===== config.mk =====
export PLATFORM = sky130hd
export DESIGN_NAME = nal_packet_prioritizer
export DESIGN_NICKNAME = d
export VERILOG_FILES = /design/src/design/nalpp_pkg.sv /design/src/design/nalpp_scanner.sv /design/src/design/nalpp_fifo.sv /design/src/design/nalpp_scorer.sv /design/src/design/nal_packet_prioritizer.sv
export SDC_FILE = /design/constraint.sdc
export NUM_CORES = 1
export LEC_CHECK = 0
export BUFFER_PORTS_ARGS = -buffer_cell sky130_fd_sc_hd__buf_2
export CORE_UTILIZATION = 40
export DETAILED_ROUTE_END_ITERATION = 10
export PLACE_DENSITY = 0.56
export SLEW_MARGIN = 10
export SYNTH_ARGS = -nofsm -noshare
export SYNTH_HDL_FRONTEND = slang
export SYNTH_SLANG_ARGS = --single-unit

===== constraint.sdc =====
create_clock -name clk_i -period 6.8 [get_ports clk_i]
set_clock_uncertainty 0.2 [all_clocks]
set_input_delay 0.34 -clock clk_i [delete_from_list [all_inputs] [get_ports clk_i]]
set_output_delay 0.34 -clock clk_i [all_outputs]
set_load 0.05 [all_outputs]

===== src/design/nalpp_pkg.sv =====
// ----------------------------------------------------------------------------
// nalpp_pkg: shared types and constants of the NAL packet prioritizer
// Class and bin codes, header field masks, fixed-point widths and defaults.
// ----------------------------------------------------------------------------
`default_nettype none

package nalpp_pkg;

  // Default GOP length and job queue depth
  localparam int GopFramesDefault  = 16;
  localparam int QueueDepthDefault = 4;

  // Q.16 fixed point
  localparam int OneQ16 = 65536;
  localparam int TgW    = 17;   // holds 1.0 in Q.16
  localparam int WeightW = 10;
  localparam int TermW  = 26;   // 10-bit weight times 1.0
  localparam int ScoreW = 28;   // sum of four terms
  localparam int WholeW = 12;
  localparam int HalvW  = 5;
  localparam logic [HalvW-1:0] MaxHalvings = HalvW'(16);

  // Bin thresholds, strictly greater than
  localparam logic [ScoreW-1:0] ThrHigh    = ScoreW'(1002 * OneQ16);
  localparam logic [ScoreW-1:0] ThrMedHigh = ScoreW'(700 * OneQ16);
  localparam logic [ScoreW-1:0] ThrMedLow  = ScoreW'(200 * OneQ16);

  // NAL header fields
  localparam logic [7:0] HdrTypeMask   = 8'h1F;
  localparam logic [7:0] HdrRefIdcMask = 8'h60;
  localparam logic [7:0] StartCodeOne  = 8'h01;
  localparam logic [4:0] NalTypeUnspec = 5'd0;
  localparam logic [4:0] NalTypeSlice  = 5'd1;
  localparam logic [4:0] NalTypeIdr    = 5'd5;

  // Configuration register indexes
  localparam int CfgIndexW = 8;
  localparam logic [CfgIndexW-1:0] CfgWeightFrameType = CfgIndexW'(0);
  localparam logic [CfgIndexW-1:0] CfgWeightHeader    = CfgIndexW'(1);
  localparam logic [CfgIndexW-1:0] CfgWeightSlice     = CfgIndexW'(2);
  localparam logic [CfgIndexW-1:0] CfgWeightGop       = CfgIndexW'(3);

  typedef enum logic [2:0] {
    CLS_UNSPEC = 3'd0,
    CLS_IDR    = 3'd1,
    CLS_P      = 3'd2,
    CLS_B      = 3'd3,
    CLS_OTHER  = 3'd4
  } slice_class_e;

  typedef enum logic [1:0] {
    FRAME_IDR = 2'd0,
    FRAME_P   = 2'd1,
    FRAME_B   = 2'd2
  } frame_class_e;

  typedef enum logic [1:0] {
    PS_ZERO = 2'd0,
    PS_HALF = 2'd1,
    PS_ONE  = 2'd2
  } ps_sel_e;

  typedef enum logic [1:0] {
    PRIO_LOW      = 2'd0,
    PRIO_MED_LOW  = 2'd1,
    PRIO_MED_HIGH = 2'd2,
    PRIO_HIGH     = 2'd3
  } prio_e;

  typedef struct packed {
    logic [WeightW-1:0] frame_type;
    logic [WeightW-1:0] header;
    logic [WeightW-1:0] slice;
    logic [WeightW-1:0] gop;
  } weights_t;

  // Result beat as driven to the output register
  typedef struct packed {
    logic [WholeW-1:0] score_whole;
    slice_class_e      slice_class;
    prio_e             priority_res;
  } result_t;

endpackage

`default_nettype wire


===== src/design/nalpp_scanner.sv =====
// ----------------------------------------------------------------------------
// nalpp_scanner: start code scanner
// Shifts packet bytes through a five-byte window and classifies the last
// NAL header of each packet; pushes one class per packet into the queue.
// ----------------------------------------------------------------------------
`default_nettype none

module nalpp_scanner (
  input  wire logic                     clk_i,
  input  wire logic                     rst_ni,
  input  wire logic                     byte_valid_i,
  output      logic                     byte_ready_o,
  input  wire logic [7:0]               byte_data_i,
  input  wire logic                     byte_last_i,
  input  wire logic                     queue_full_i,
  output      logic                     push_o,
  output      nalpp_pkg::slice_class_e  push_class_o
);

  logic [7:0]              win_q [4];
  logic [7:0]              win_d [4];
  logic [2:0]              seen_q, seen_d;
  logic [2:0]              skip_q, skip_d;
  nalpp_pkg::slice_class_e found_q, found_d;
  nalpp_pkg::slice_class_e hit_class;
  logic [7:0]              hdr;
  logic                    match;
  logic                    seen_full;
  logic                    accept;

  assign byte_ready_o = !queue_full_i;
  assign accept       = byte_valid_i && byte_ready_o;
  assign seen_full    = (seen_q == 3'd4);

  assign match = (win_q[0] == 8'h00) && (win_q[1] == 8'h00) &&
                 ((win_q[2] == nalpp_pkg::StartCodeOne) ||
                  ((win_q[2] == 8'h00) && (win_q[3] == nalpp_pkg::StartCodeOne)));
  assign hdr = (win_q[2] == nalpp_pkg::StartCodeOne) ? win_q[3] : byte_data_i;

  always_comb begin
    unique case (hdr[4:0] & nalpp_pkg::HdrTypeMask[4:0])
      nalpp_pkg::NalTypeUnspec: hit_class = nalpp_pkg::CLS_UNSPEC;
      nalpp_pkg::NalTypeIdr:    hit_class = nalpp_pkg::CLS_IDR;
      nalpp_pkg::NalTypeSlice: begin
        hit_class = ((hdr & nalpp_pkg::HdrRefIdcMask) == 8'h00) ?
                    nalpp_pkg::CLS_B : nalpp_pkg::CLS_P;
      end
      default:                  hit_class = nalpp_pkg::CLS_OTHER;
    endcase
  end

  always_comb begin
    win_d   = win_q;
    seen_d  = seen_q;
    skip_d  = skip_q;
    found_d = found_q;
    push_o  = 1'b0;
    if (accept) begin
      // test the window only once four bytes sit behind the current one
      if (seen_full) begin
        if (skip_q != 3'd0) begin
          skip_d = skip_q - 3'd1;
        end else if (match) begin
          found_d = hit_class;
          skip_d  = 3'd4;
        end
      end
      win_d[0] = win_q[1];
      win_d[1] = win_q[2];
      win_d[2] = win_q[3];
      win_d[3] = byte_data_i;
      if (!seen_full) begin
        seen_d = seen_q + 3'd1;
      end
      if (byte_last_i) begin
        push_o = 1'b1;
        for (int i = 0; i < 4; i++) begin
          win_d[i] = 8'h00;
        end
        seen_d  = 3'd0;
        skip_d  = 3'd0;
        found_d = nalpp_pkg::CLS_UNSPEC;
      end
    end
  end

  // class of this packet including the test made on its last byte
  always_comb begin
    push_class_o = found_q;
    if (seen_full && (skip_q == 3'd0) && match) begin
      push_class_o = hit_class;
    end
  end

  always_ff @(posedge clk_i or negedge rst_ni) begin
    if (!rst_ni) begin
      for (int i = 0; i < 4; i++) begin
        win_q[i] <= 8'h00;
      end
      seen_q  <= 3'd0;
      skip_q  <= 3'd0;
      found_q <= nalpp_pkg::CLS_UNSPEC;
    end else begin
      win_q   <= win_d;
      seen_q  <= seen_d;
      skip_q  <= skip_d;
      found_q <= found_d;
    end
  end

endmodule

`default_nettype wire


===== src/design/nalpp_fifo.sv =====
// ----------------------------------------------------------------------------
// nalpp_fifo: packet class queue
// Short first-in first-out queue of packet classes between scanner and scorer.
// ----------------------------------------------------------------------------
`default_nettype none

module nalpp_fifo #(
  parameter int Depth = nalpp_pkg::QueueDepthDefault
) (
  input  wire logic                     clk_i,
  input  wire logic                     rst_ni,
  input  wire logic                     push_i,
  input  wire nalpp_pkg::slice_class_e  push_data_i,
  output      logic                     full_o,
  input  wire logic                     pop_i,
  output      logic                     valid_o,
  output      nalpp_pkg::slice_class_e  data_o
);

  localparam int PtrW = (Depth > 1) ? $clog2(Depth) : 1;
  localparam int CntW = $clog2(Depth + 1);

  nalpp_pkg::slice_class_e mem_q [Depth];
  logic [PtrW-1:0]         wr_ptr_q, rd_ptr_q;
  logic [CntW-1:0]         count_q;
  logic                    do_push, do_pop;

  assign full_o  = (count_q == CntW'(Depth));
  assign valid_o = (count_q != CntW'(0));
  assign data_o  = mem_q[rd_ptr_q];
  assign do_push = push_i && !full_o;
  assign do_pop  = pop_i && valid_o;

  always_ff @(posedge clk_i) begin
    if (do_push) begin
      mem_q[wr_ptr_q] <= push_data_i;
    end
  end

  always_ff @(posedge clk_i or negedge rst_ni) begin
    if (!rst_ni) begin
      wr_ptr_q <= '0;
      rd_ptr_q <= '0;
      count_q  <= '0;
    end else begin
      if (do_push) begin
        wr_ptr_q <= (wr_ptr_q == PtrW'(Depth - 1)) ? '0 : wr_ptr_q + PtrW'(1);
      end
      if (do_pop) begin
        rd_ptr_q <= (rd_ptr_q == PtrW'(Depth - 1)) ? '0 : rd_ptr_q + PtrW'(1);
      end
      if (do_push && !do_pop) begin
        count_q <= count_q + CntW'(1);
      end else if (do_pop && !do_push) begin
        count_q <= count_q - CntW'(1);
      end
    end
  end

endmodule

`default_nettype wire


===== src/design/nalpp_scorer.sv =====
// ----------------------------------------------------------------------------
// nalpp_scorer: running state and priority score
// Updates slice and GOP terms per packet class, forms the weighted Q.16
// score over two stages and bins it into the output register.
// ----------------------------------------------------------------------------
`default_nettype none

module nalpp_scorer #(
  parameter int GOP_FRAMES = nalpp_pkg::GopFramesDefault
) (
  input  wire logic                     clk_i,
  input  wire logic                     rst_ni,
  input  wire nalpp_pkg::weights_t      weights_i,
  input  wire logic                     job_valid_i,
  input  wire nalpp_pkg::slice_class_e  job_class_i,
  output      logic                     job_pop_o,
  output      logic                     res_valid_o,
  input  wire logic                     res_ready_i,
  output      nalpp_pkg::result_t       res_o
);

  localparam int NW   = $clog2(GOP_FRAMES + 1);
  localparam int TgW  = nalpp_pkg::TgW;
  localparam int TW   = nalpp_pkg::TermW;
  localparam int SW   = nalpp_pkg::ScoreW;
  localparam int HW   = nalpp_pkg::HalvW;
  // one frame step of tg: 1.0 = GOP_FRAMES * StepQ + StepR
  localparam int StepQ = nalpp_pkg::OneQ16 / GOP_FRAMES;
  localparam int StepR = nalpp_pkg::OneQ16 % GOP_FRAMES;

  // running state
  nalpp_pkg::frame_class_e lfc_q, lfc_d;
  logic [HW-1:0]           halv_q, halv_d;
  logic [NW-1:0]           nfr_q, nfr_d;
  logic [TgW-1:0]          tg_q, tg_d;
  logic [NW-1:0]           tgr_q, tgr_d;

  // stage 1: terms selected
  logic                    s1_valid_q;
  nalpp_pkg::slice_class_e s1_class_q;
  nalpp_pkg::ps_sel_e      s1_ps_q, ps_d;
  logic                    s1_h_q, h_d;
  logic [HW-1:0]           s1_halv_q;
  logic [TgW-1:0]          s1_tg_q;

  // stage 2: weighted terms
  logic                    s2_valid_q;
  nalpp_pkg::slice_class_e s2_class_q;
  logic [TW-1:0]           s2_a_q, s2_b_q, s2_c_q, s2_d_q;
  logic [TW-1:0]           a_d, b_d, c_d;
  logic [TW:0]             gop_prod;

  // output register
  logic                    out_valid_q;
  nalpp_pkg::result_t      out_q;
  logic [SW-1:0]           score;
  nalpp_pkg::prio_e        bin;

  logic advance;

  assign advance   = !out_valid_q || res_ready_i;
  assign job_pop_o = advance && job_valid_i;

  // next running state for the class at the queue head
  always_comb begin
    lfc_d  = lfc_q;
    halv_d = halv_q;
    nfr_d  = nfr_q;
    tg_d   = tg_q;
    tgr_d  = tgr_q;
    ps_d   = nalpp_pkg::PS_ZERO;
    h_d    = 1'b0;
    unique case (job_class_i)
      nalpp_pkg::CLS_IDR: begin
        lfc_d  = nalpp_pkg::FRAME_IDR;
        h_d    = 1'b1;
        ps_d   = nalpp_pkg::PS_ONE;
        halv_d = '0;
        nfr_d  = '0;
        tg_d   = TgW'(nalpp_pkg::OneQ16);
        tgr_d  = '0;
      end
      nalpp_pkg::CLS_P, nalpp_pkg::CLS_B: begin
        lfc_d  = (job_class_i == nalpp_pkg::CLS_P) ? nalpp_pkg::FRAME_P
                                                   : nalpp_pkg::FRAME_B;
        ps_d   = (job_class_i == nalpp_pkg::CLS_P) ? nalpp_pkg::PS_HALF
                                                   : nalpp_pkg::PS_ZERO;
        h_d    = 1'b1;
        halv_d = '0;
        // drop tg by one frame, keep quotient and remainder; stop at zero
        if (nfr_q < NW'(GOP_FRAMES)) begin
          nfr_d = nfr_q + NW'(1);
          if (tgr_q < NW'(StepR)) begin
            tgr_d = tgr_q + NW'(GOP_FRAMES - StepR);
            tg_d  = tg_q - TgW'(StepQ) - TgW'(1);
          end else begin
            tgr_d = tgr_q - NW'(StepR);
            tg_d  = tg_q - TgW'(StepQ);
          end
        end
      end
      nalpp_pkg::CLS_UNSPEC: begin
        if (halv_q < nalpp_pkg::MaxHalvings) begin
          halv_d = halv_q + HW'(1);
        end
        unique case (lfc_q)
          nalpp_pkg::FRAME_IDR: ps_d = nalpp_pkg::PS_ONE;
          nalpp_pkg::FRAME_P:   ps_d = nalpp_pkg::PS_HALF;
          default:              ps_d = nalpp_pkg::PS_ZERO;
        endcase
      end
      default: begin
      end
    endcase
  end

  // weighted terms from stage 1
  always_comb begin
    case (s1_ps_q)
      nalpp_pkg::PS_ONE:  a_d = {weights_i.frame_type, 16'b0};
      nalpp_pkg::PS_HALF: a_d = {1'b0, weights_i.frame_type, 15'b0};
      default:            a_d = '0;
    endcase
    b_d = s1_h_q ? {weights_i.header, 16'b0} : '0;
    c_d = {weights_i.slice, 16'b0} >> s1_halv_q;
  end
  assign gop_prod = (TW + 1)'(weights_i.gop) * (TW + 1)'(s1_tg_q);

  // sum and bin
  always_comb begin
    score = SW'(s2_a_q) + SW'(s2_b_q) + SW'(s2_c_q) + SW'(s2_d_q);
    if (score > nalpp_pkg::ThrHigh) begin
      bin = nalpp_pkg::PRIO_HIGH;
    end else if (score > nalpp_pkg::ThrMedHigh) begin
      bin = nalpp_pkg::PRIO_MED_HIGH;
    end else if (score > nalpp_pkg::ThrMedLow) begin
      bin = nalpp_pkg::PRIO_MED_LOW;
    end else begin
      bin = nalpp_pkg::PRIO_LOW;
    end
  end

  always_ff @(posedge clk_i or negedge rst_ni) begin
    if (!rst_ni) begin
      lfc_q       <= nalpp_pkg::FRAME_IDR;
      halv_q      <= '0;
      nfr_q       <= '0;
      tg_q        <= TgW'(nalpp_pkg::OneQ16);
      tgr_q       <= '0;
      s1_valid_q  <= 1'b0;
      s2_valid_q  <= 1'b0;
      out_valid_q <= 1'b0;
    end else begin
      if (job_pop_o) begin
        lfc_q  <= lfc_d;
        halv_q <= halv_d;
        nfr_q  <= nfr_d;
        tg_q   <= tg_d;
        tgr_q  <= tgr_d;
      end
      if (advance) begin
        s1_valid_q  <= job_pop_o;
        s2_valid_q  <= s1_valid_q;
        out_valid_q <= s2_valid_q;
      end
    end
  end

  always_ff @(posedge clk_i) begin
    if (advance) begin
      s1_class_q <= job_class_i;
      s1_ps_q    <= ps_d;
      s1_h_q     <= h_d;
      s1_halv_q  <= halv_d;
      s1_tg_q    <= tg_d;
      s2_class_q <= s1_class_q;
      s2_a_q     <= a_d;
      s2_b_q     <= b_d;
      s2_c_q     <= c_d;
      s2_d_q     <= gop_prod[TW-1:0];
      out_q.priority_res <= bin;
      out_q.slice_class  <= s2_class_q;
      out_q.score_whole  <= score[SW-1:SW-nalpp_pkg::WholeW];
    end
  end

  assign res_valid_o = out_valid_q;
  assign res_o       = out_q;

endmodule

`default_nettype wire


===== src/design/nal_packet_prioritizer.sv =====
// ----------------------------------------------------------------------------
// nal_packet_prioritizer: NAL start code scanner and packet priority scorer
// Finds H.264 Annex B start codes in a byte stream and emits one priority
// beat per packet from a weighted Q.16 linear score.
// ----------------------------------------------------------------------------
// Throughput: one input byte per cycle; one result beat per cycle sustained.
// Path: the last byte's class enters the queue on the edge that accepts it,
//   then is registered through term select, weighting and the output bin.
// Bytes stall only when the 4-entry class queue fills under m_axis_tready low.
// Reset: rst_ni is asynchronous and active low; it clears the window, queue,
//   pipeline valids, running GOP/slice state and weights at once.
// ----------------------------------------------------------------------------
`default_nettype none

module nal_packet_prioritizer #(
  parameter int GOP_FRAMES  = nalpp_pkg::GopFramesDefault,
  parameter int QUEUE_DEPTH = nalpp_pkg::QueueDepthDefault
) (
  input  wire logic                            clk_i,
  input  wire logic                            rst_ni,
  // configuration write channel
  input  wire logic                            cfg_valid_i,
  output      logic                            cfg_ready_o,
  input  wire logic [nalpp_pkg::CfgIndexW-1:0] cfg_index_i,
  input  wire logic [nalpp_pkg::WeightW-1:0]   cfg_data_i,
  // byte stream in
  input  wire logic                            s_axis_tvalid,
  output      logic                            s_axis_tready,
  input  wire logic [7:0]                      s_axis_tdata,  // [7:0] data_byte
  input  wire logic                            s_axis_tlast,  // last_byte
  // priority stream out
  output      logic                            m_axis_tvalid,
  input  wire logic                            m_axis_tready,
  // [1:0] priority_res, [4:2] slice_class, [16:5] score_whole, [23:17] zero
  output      logic [23:0]                     m_axis_tdata
);

  nalpp_pkg::weights_t     weights_q;
  logic                    push;
  nalpp_pkg::slice_class_e push_class;
  logic                    queue_full;
  logic                    job_valid;
  logic                    job_pop;
  nalpp_pkg::slice_class_e job_class;
  nalpp_pkg::result_t      result;

  // Weights: always ready; writes beyond the register list fall through.
  assign cfg_ready_o = 1'b1;

  always_ff @(posedge clk_i or negedge rst_ni) begin
    if (!rst_ni) begin
      weights_q <= '0;
    end else if (cfg_valid_i) begin
      unique case (cfg_index_i)
        nalpp_pkg::CfgWeightFrameType: weights_q.frame_type <= cfg_data_i;
        nalpp_pkg::CfgWeightHeader:    weights_q.header     <= cfg_data_i;
        nalpp_pkg::CfgWeightSlice:     weights_q.slice      <= cfg_data_i;
        nalpp_pkg::CfgWeightGop:       weights_q.gop        <= cfg_data_i;
        default: begin
        end
      endcase
    end
  end

  // Front: scan every byte, push one class per packet at its last beat.
  nalpp_scanner u_scanner (
    .clk_i        (clk_i),
    .rst_ni       (rst_ni),
    .byte_valid_i (s_axis_tvalid),
    .byte_ready_o (s_axis_tready),
    .byte_data_i  (s_axis_tdata),
    .byte_last_i  (s_axis_tlast),
    .queue_full_i (queue_full),
    .push_o       (push),
    .push_class_o (push_class)
  );

  // Decouple the scanner from output backpressure.
  nalpp_fifo #(
    .Depth (QUEUE_DEPTH)
  ) u_fifo (
    .clk_i       (clk_i),
    .rst_ni      (rst_ni),
    .push_i      (push),
    .push_data_i (push_class),
    .full_o      (queue_full),
    .pop_i       (job_pop),
    .valid_o     (job_valid),
    .data_o      (job_class)
  );

  // Back: advance running state in packet order and score.
  nalpp_scorer #(
    .GOP_FRAMES (GOP_FRAMES)
  ) u_scorer (
    .clk_i       (clk_i),
    .rst_ni      (rst_ni),
    .weights_i   (weights_q),
    .job_valid_i (job_valid),
    .job_class_i (job_class),
    .job_pop_o   (job_pop),
    .res_valid_o (m_axis_tvalid),
    .res_ready_i (m_axis_tready),
    .res_o       (result)
  );

  assign m_axis_tdata = {7'b0, result};

endmodule

`default_nettype wire


* Word-level counts from Yosys, hierarchy flattened *
Memories as Yosys holds them, arrays and structs flattened.
Cells that the tools add are included.

word-level totals
  memories = 1
  bits of input ports = 32
  memory bits (writable) = 12
  register bits after elaboration = 277

operators by class
  reduce and logical (&&, ||, !) cells = 46
  shift operators = 1
  multiply operators = 1
  add/sub/neg operators = 14
  magnitude comparators = 6
  mux-type cells = 42
  equal/unequal tests = 21

memory list
  memory        depth  width  read ports  clocked after Yosys merged registers in  wr ports  line              source
  u_fifo.mem_q  4      3      1           0                                        1         nalpp_fifo.sv:23  nalpp_pkg::slice_class_e mem_q [Depth];

operators by type and width
  operator                                                                count
  28-bit by 26-bit adder with 28-bit output                               2
  28-bit by 26-bit > comparator with 1-bit output, second input constant  2
  26-bit case mux with 2 select lines                                     1
  8-bit zero test                                                         5
  3-bit 2-to-1 mux                                                        13
  17-bit 2-to-1 mux                                                       2
  17-bit case mux with 2 select lines                                     1
  32-bit 2-to-1 mux                                                       1
  5-bit case mux with 2 select lines                                      3
  28-bit by 24-bit > comparator with 1-bit output, second input constant  1
  26-bit by 26-bit adder with 27-bit output                               1
  10-bit by 17-bit multiplier with 26-bit output                          1
  26-bit by 5-bit >> shifter with 26-bit output                           1
  8-bit by 1-bit == test with 1-bit output, second input constant         3
  5-bit 2-to-1 mux                                                        4
  17-bit by 1-bit subtractor with 17-bit output, second input constant    1
  17-bit by 13-bit subtractor with 17-bit output, second input constant   1
  8-bit by 2-bit == test with 1-bit output, second input constant         2
  2-bit AND reduction                                                     6
  1-bit logical AND                                                       11
  5-bit by 1-bit adder with 5-bit output, second input constant           2
  5-bit less-than comparator, second input constant                       2
  1-bit 2-to-1 mux                                                        9
  3-bit case mux with 3 select lines                                      1
  other kinds (29)                                                        55

* Logic depth before layout (Yosys ltp) *
  depth in word-level cells = 9
  depth in mapped cells = 23
  depth with buffers taken out = 21

* By module *
From an unflattened synthesis, not the netlist that was laid out.

second synthesis, totals
  cell total of the unflattened synthesis = 1,745
  area, all modules = 18,380.1 um2

by module, submodules not included
  module                  cells each  area an instance (um2)  sequential area each (um2)  times used
  nalpp_scorer            1,361       13,849.5                4,435.5                     1
  nalpp_scanner           233         2,021.9                 1,026.0                     1
  nal_packet_prioritizer  99          1,611.5                 1,001.0                     1
  nalpp_fifo              52          897.1                   535.5                       1

* Worst setup path after synthesis *
Ideal clock, no wire load.

  path type = register to register
  start = register weights_q[3] in the netlist's numbering
  end = register u_scorer.s2_d_q[24] (data pin)
  cell stages (with the launch flop) = 22
  data arrival time = 5,595 ps
  slack = 717 ps
  required time = 6,312 ps
  buffers on the path = 2
  period minus slack after synthesis = 6,083 ps
  cell sequence = dfrtp_1 -> clkbuf_1 -> clkbuf_1 -> nand2_1 -> fa_1 -> inv_1 -> fa_1 -> inv_1 -> fa_1 -> inv_1 -> fa_1 -> inv_1 -> fa_1 -> inv_1 -> ha_1 -> o41ai_1 -> o211ai_1 -> a31oi_1 -> o31ai_1 -> a21o_1 -> a21oi_1 -> o311ai_0

on the way
  longest elaborated chain between the ends = 1

ends and longest elaborated chain
  item                                            line                          source
  from (decl)                                     nal_packet_prioritizer.sv:38  nalpp_pkg::weights_t weights_q;
  10-bit by 17-bit multiplier with 26-bit output  nalpp_scorer.sv:127           assign gop_prod = (TW + 1)'(weights_i.gop) * (TW + 1)'(s1_tg_q);
  net u_scorer.gop_prod[24]                       nalpp_scorer.sv:51            logic [TW:0] gop_prod;
  to (signal assigned)                            nalpp_scorer.sv:180           s2_d_q <= gop_prod[TW-1:0];
  to (decl)                                       nalpp_scorer.sv:49            logic [TW-1:0] s2_a_q, s2_b_q, s2_c_q, s2_d_q;

The timed path passes the listed nets, and every way through them passes these cells.
A chain may end at the register's enable or synchronous reset.

* Worst setup path after layout *
  start = register weights_q[1] in the netlist's numbering
  end = register u_scorer.s2_d_q[25] (data pin)

Same word-level chain as after synthesis.

==> metrics.cfg <==
[status]
status=completed

[global_route]
grt_first_pass_wirelength_um=64500
grt_overflow=0
antenna_found_initial=0
grt_use_total_pct=17.1
grt_pass1_vias=12700
grt_max_degree=79

[pwr]
internal_power_w=0.00425
p_leak_nw=9.58
p_sw_share_pct=40.7
switching_power_w=0.00292
pwr-share-comb_pct=43.2
ir_drop_mv=0.313
power_frac_seq_pct=33.7
power.density_nw_per_um2=355
power.share.clock_pct=23.1

[cells_and_area]
fill_cells=4219
num_antenna_cells=0
final_cell_area_um2=20200
multi_input_area_um2=10100
layout_commonest_cell=nand2_1
nets=2095
syn_to_final_growth_pct=11.3
seq_area_um2=7000
final_layout_size_suffix_gt1_share_pct=10.3
final_cell_mix=nand2_1 (230), inv_1 (204), edfxtp_1 (133)

[clocking]
cts_made_buffers=31
clk_path_buf_depth=3
htree_levels=1
cts_root_buf=clkbuf_16
cts_sinks=253
cts_setup_buffers=0
clk_latency_ns=0.57
cts_tree=built
clkTransAtPathRegs_ns=0.06

[routing]
firstDrtPassIters=5
vias=12200
wl_per_cell_um=15.8
ant_nets=0
drc_errors=0
drtIter0Drc=684
wl_um=38200
viasPerCell=5.05

[critical_path]
crit_required_ns=6.92
reg2reg_depth=20
r2r-end=u_scorer.s2_d_q[25]
end_kind=flop
critPathKind=flop to flop
crit_arrival_ns=6.41
crit_path_start_kind=flop
r2r-start=weights_q[1]
crit_fanout=14
reg2reg_setup_slack_ns=0.51

[timing]
setup_violations=0
slew-limit-headroom_pct=30.5
worst_slew_pin_slew_ns=1.04
finalSetupTns_ns=0
drv_slew=0
period_share_pct=92.5
rsz0062_at_grt=false
period_minus_slack_ns=6.29
hold_viol=0
clock.fmax_ghz=0.159

[floorplanning]
die_area_um2=46200
dieWidth_um=215
ios=59
initial_core_util_pct=40.8
fp.dieH_um=215
core_um2=44500
fp-row-count=77

[synth]
synth_warnings=0
ys_ff_latch=253
synth_cells=1764
synth_edf_count=133
netlist_area_um2=18100
synth_area_per_cell_um2=10.3
ys_seq_area_share_pct=38.6
ys_types=72
synth_flop_cell=edfxtp_1
postSynth.asyncResetShare_pct=47.4

[placement]
hpwlAfterDp_um=28900
placed_cell_area_um2=18900
numPortBuffers=50
place_congestion=0.865

[worst_hold_path]
hp-start=s_axis_tvalid
hold_depth=3
min_path_type=input pin to flop
hold_end=u_scanner.seen_q[2]

[run]
drv_cap=0

[layout make-up]
type	instances	share of cell area, %
multi-input combinational	1233	49.9
sequential	253	34.7
clock buffer	47	4.70
inverter	206	3.83
tap	592	3.67
timing repair buffer	83	2.73
clock inverter	11	0.465
[per-stage QoR]
step,setup slack [ns],power [W],hold slack (ns),util (%),std cells
6_report,0.507,0.00717,0.136,45.4,2425
5_1_grt,0.0219,0.00773,0.164,45.4,2425
4_1_cts,0.263,0.00725,0.120,45.3,2425
3_5_place_dp,0.267,0.00554,0.206,42.6,2347
3_3_place_gp,0.407,0.00548,0.201,42.6,2347
2_1_floorplan,0.717,0.00479,-0.156,-,1770
[cell usage after synthesis (all sizes together) (4+ instances only)]
cell     instances  area share (%)
a2111oi          5            0.25
a211oi          11            0.46
a21o            24            0.99
a21oi           51             1.4
a22oi            9            0.37
a311oi           4            0.23
a31o             5            0.24
a31oi            9            0.31
and2           126             4.3
and3            15            0.52
buf             16            0.50
clkbuf          62             1.3
dfrtp          119              16
edfxtp         133              22
fa             131              14
ha             124             8.6
inv            204             4.2
mux2            54             3.4
mux2i           14            0.77
nand2          230             4.8
nand2b          17            0.59
nand3           22            0.61
nand4            9            0.31
nor2            82             1.7
nor2b           16            0.55
nor3            24            0.69
nor3b            4            0.17
nor4             7            0.32
o2111ai          4            0.19
o211ai           6            0.25
o21a             8            0.33
o21ai           76             2.1
o21bai           9            0.37
o22ai            8            0.28
o31ai            5            0.21
or2              4            0.14
or3             11            0.38
or4              7            0.31
xnor2           27             1.3
xor2            27             1.3
[registers in the layout (all words and copies together), names as in the netlist, 3 cells and up]
register / count
u_fifo.count_q: 3
u_fifo.mem_q: 12
u_scanner.found_q: 3
u_scanner.seen_q: 3
u_scanner.skip_q: 3
u_scanner.win_q: 32
u_scorer.halv_q: 5
u_scorer.nfr_q: 5
u_scorer.res_o: 17
u_scorer.s1_class_q: 3
u_scorer.s1_halv_q: 5
u_scorer.s1_tg_q: 17
u_scorer.s2_a_q: 11
u_scorer.s2_b_q: 10
u_scorer.s2_c_q: 26
u_scorer.s2_class_q: 3
u_scorer.s2_d_q: 26
u_scorer.tg_q: 17
weights_q: 40
[layer usage]
layer	routed length [um]	global-route usage (%)	vias to the layer above
li1	-	-	6022
met1	17500	22.2	5991
met2	18600	29.7	168
met3	1000	2.18	68
met4	1170	5.15	0
met5	0	0	-
[power by group through the flow]
stage	logic [W]	registers, W	clock network (W)
after global routing	0.00350	0.00247	0.00176
after CTS	0.00313	0.00242	0.00170
after detailed placement	0.00309	0.00245	0
after global placement	0.00304	0.00244	0
final	0.00310	0.00242	0.00166
after floorplan	0.00232	0.00247	0
[cells by family (layout without fill, tap and decap cells)]
group / count (synthesis) / in the layout / share of synthesized area, %
AO/OA/AOI/OAI: 263 / 263 / 9.47
flip-flops: 253 / 253 / 38.6
adder cells (fa/ha/maj): 255 / 255 / 23.0
buffers and inverters: 284 / 347 / 6.05
other: 2 / 8 / 0.0414
multiplexers: 71 / 71 / 4.50
XOR/XNOR: 54 / 54 / 2.61
AND/OR/NAND/NOR: 582 / 582 / 15.8
[critical path: stages (launching register included)]
cell,delay (ns)
dfrtp_1,0.64
buf_4,0.23
nand2_1,0.07
fa_1,0.49
inv_1,0.05
fa_1,0.52
fa_1,0.44
fa_1,0.55
inv_1,0.05
fa_1,0.53
inv_1,0.04
ha_1,0.34
and2_1,0.15
o21ai_0,0.11
a31oi_1,0.32
a221oi_1,0.22
o311a_1,0.37
nor3_1,0.35
a21o_1,0.17
a21oi_1,0.07
xnor2_1,0.12
[worst max-delay path by stage]
stage                 start                   to  cells past startpoint
6_report       weights_q[1]  u_scorer.s2_d_q[25]                     20
3_3_place_gp   weights_q[3]  u_scorer.s2_d_q[24]                     19
2_1_floorplan  weights_q[3]  u_scorer.s2_d_q[24]                     21
3_5_place_dp   weights_q[3]  u_scorer.s2_d_q[24]                     19
4_1_cts        weights_q[3]  u_scorer.s2_d_q[24]                     19
5_1_grt        weights_q[8]  u_scorer.s2_d_q[25]                     19
[what timing repair did]
| item | in CTS | in global routing |
|---|---|---|
| hold endpoints to repair | 110 | 0 |
| resized for setup | 0 | 2 |
| endpoints found under the setup margin | 0 | 3 |
| hold buffers | 20 | 0 |
Power figures use the tool's default switching activity.
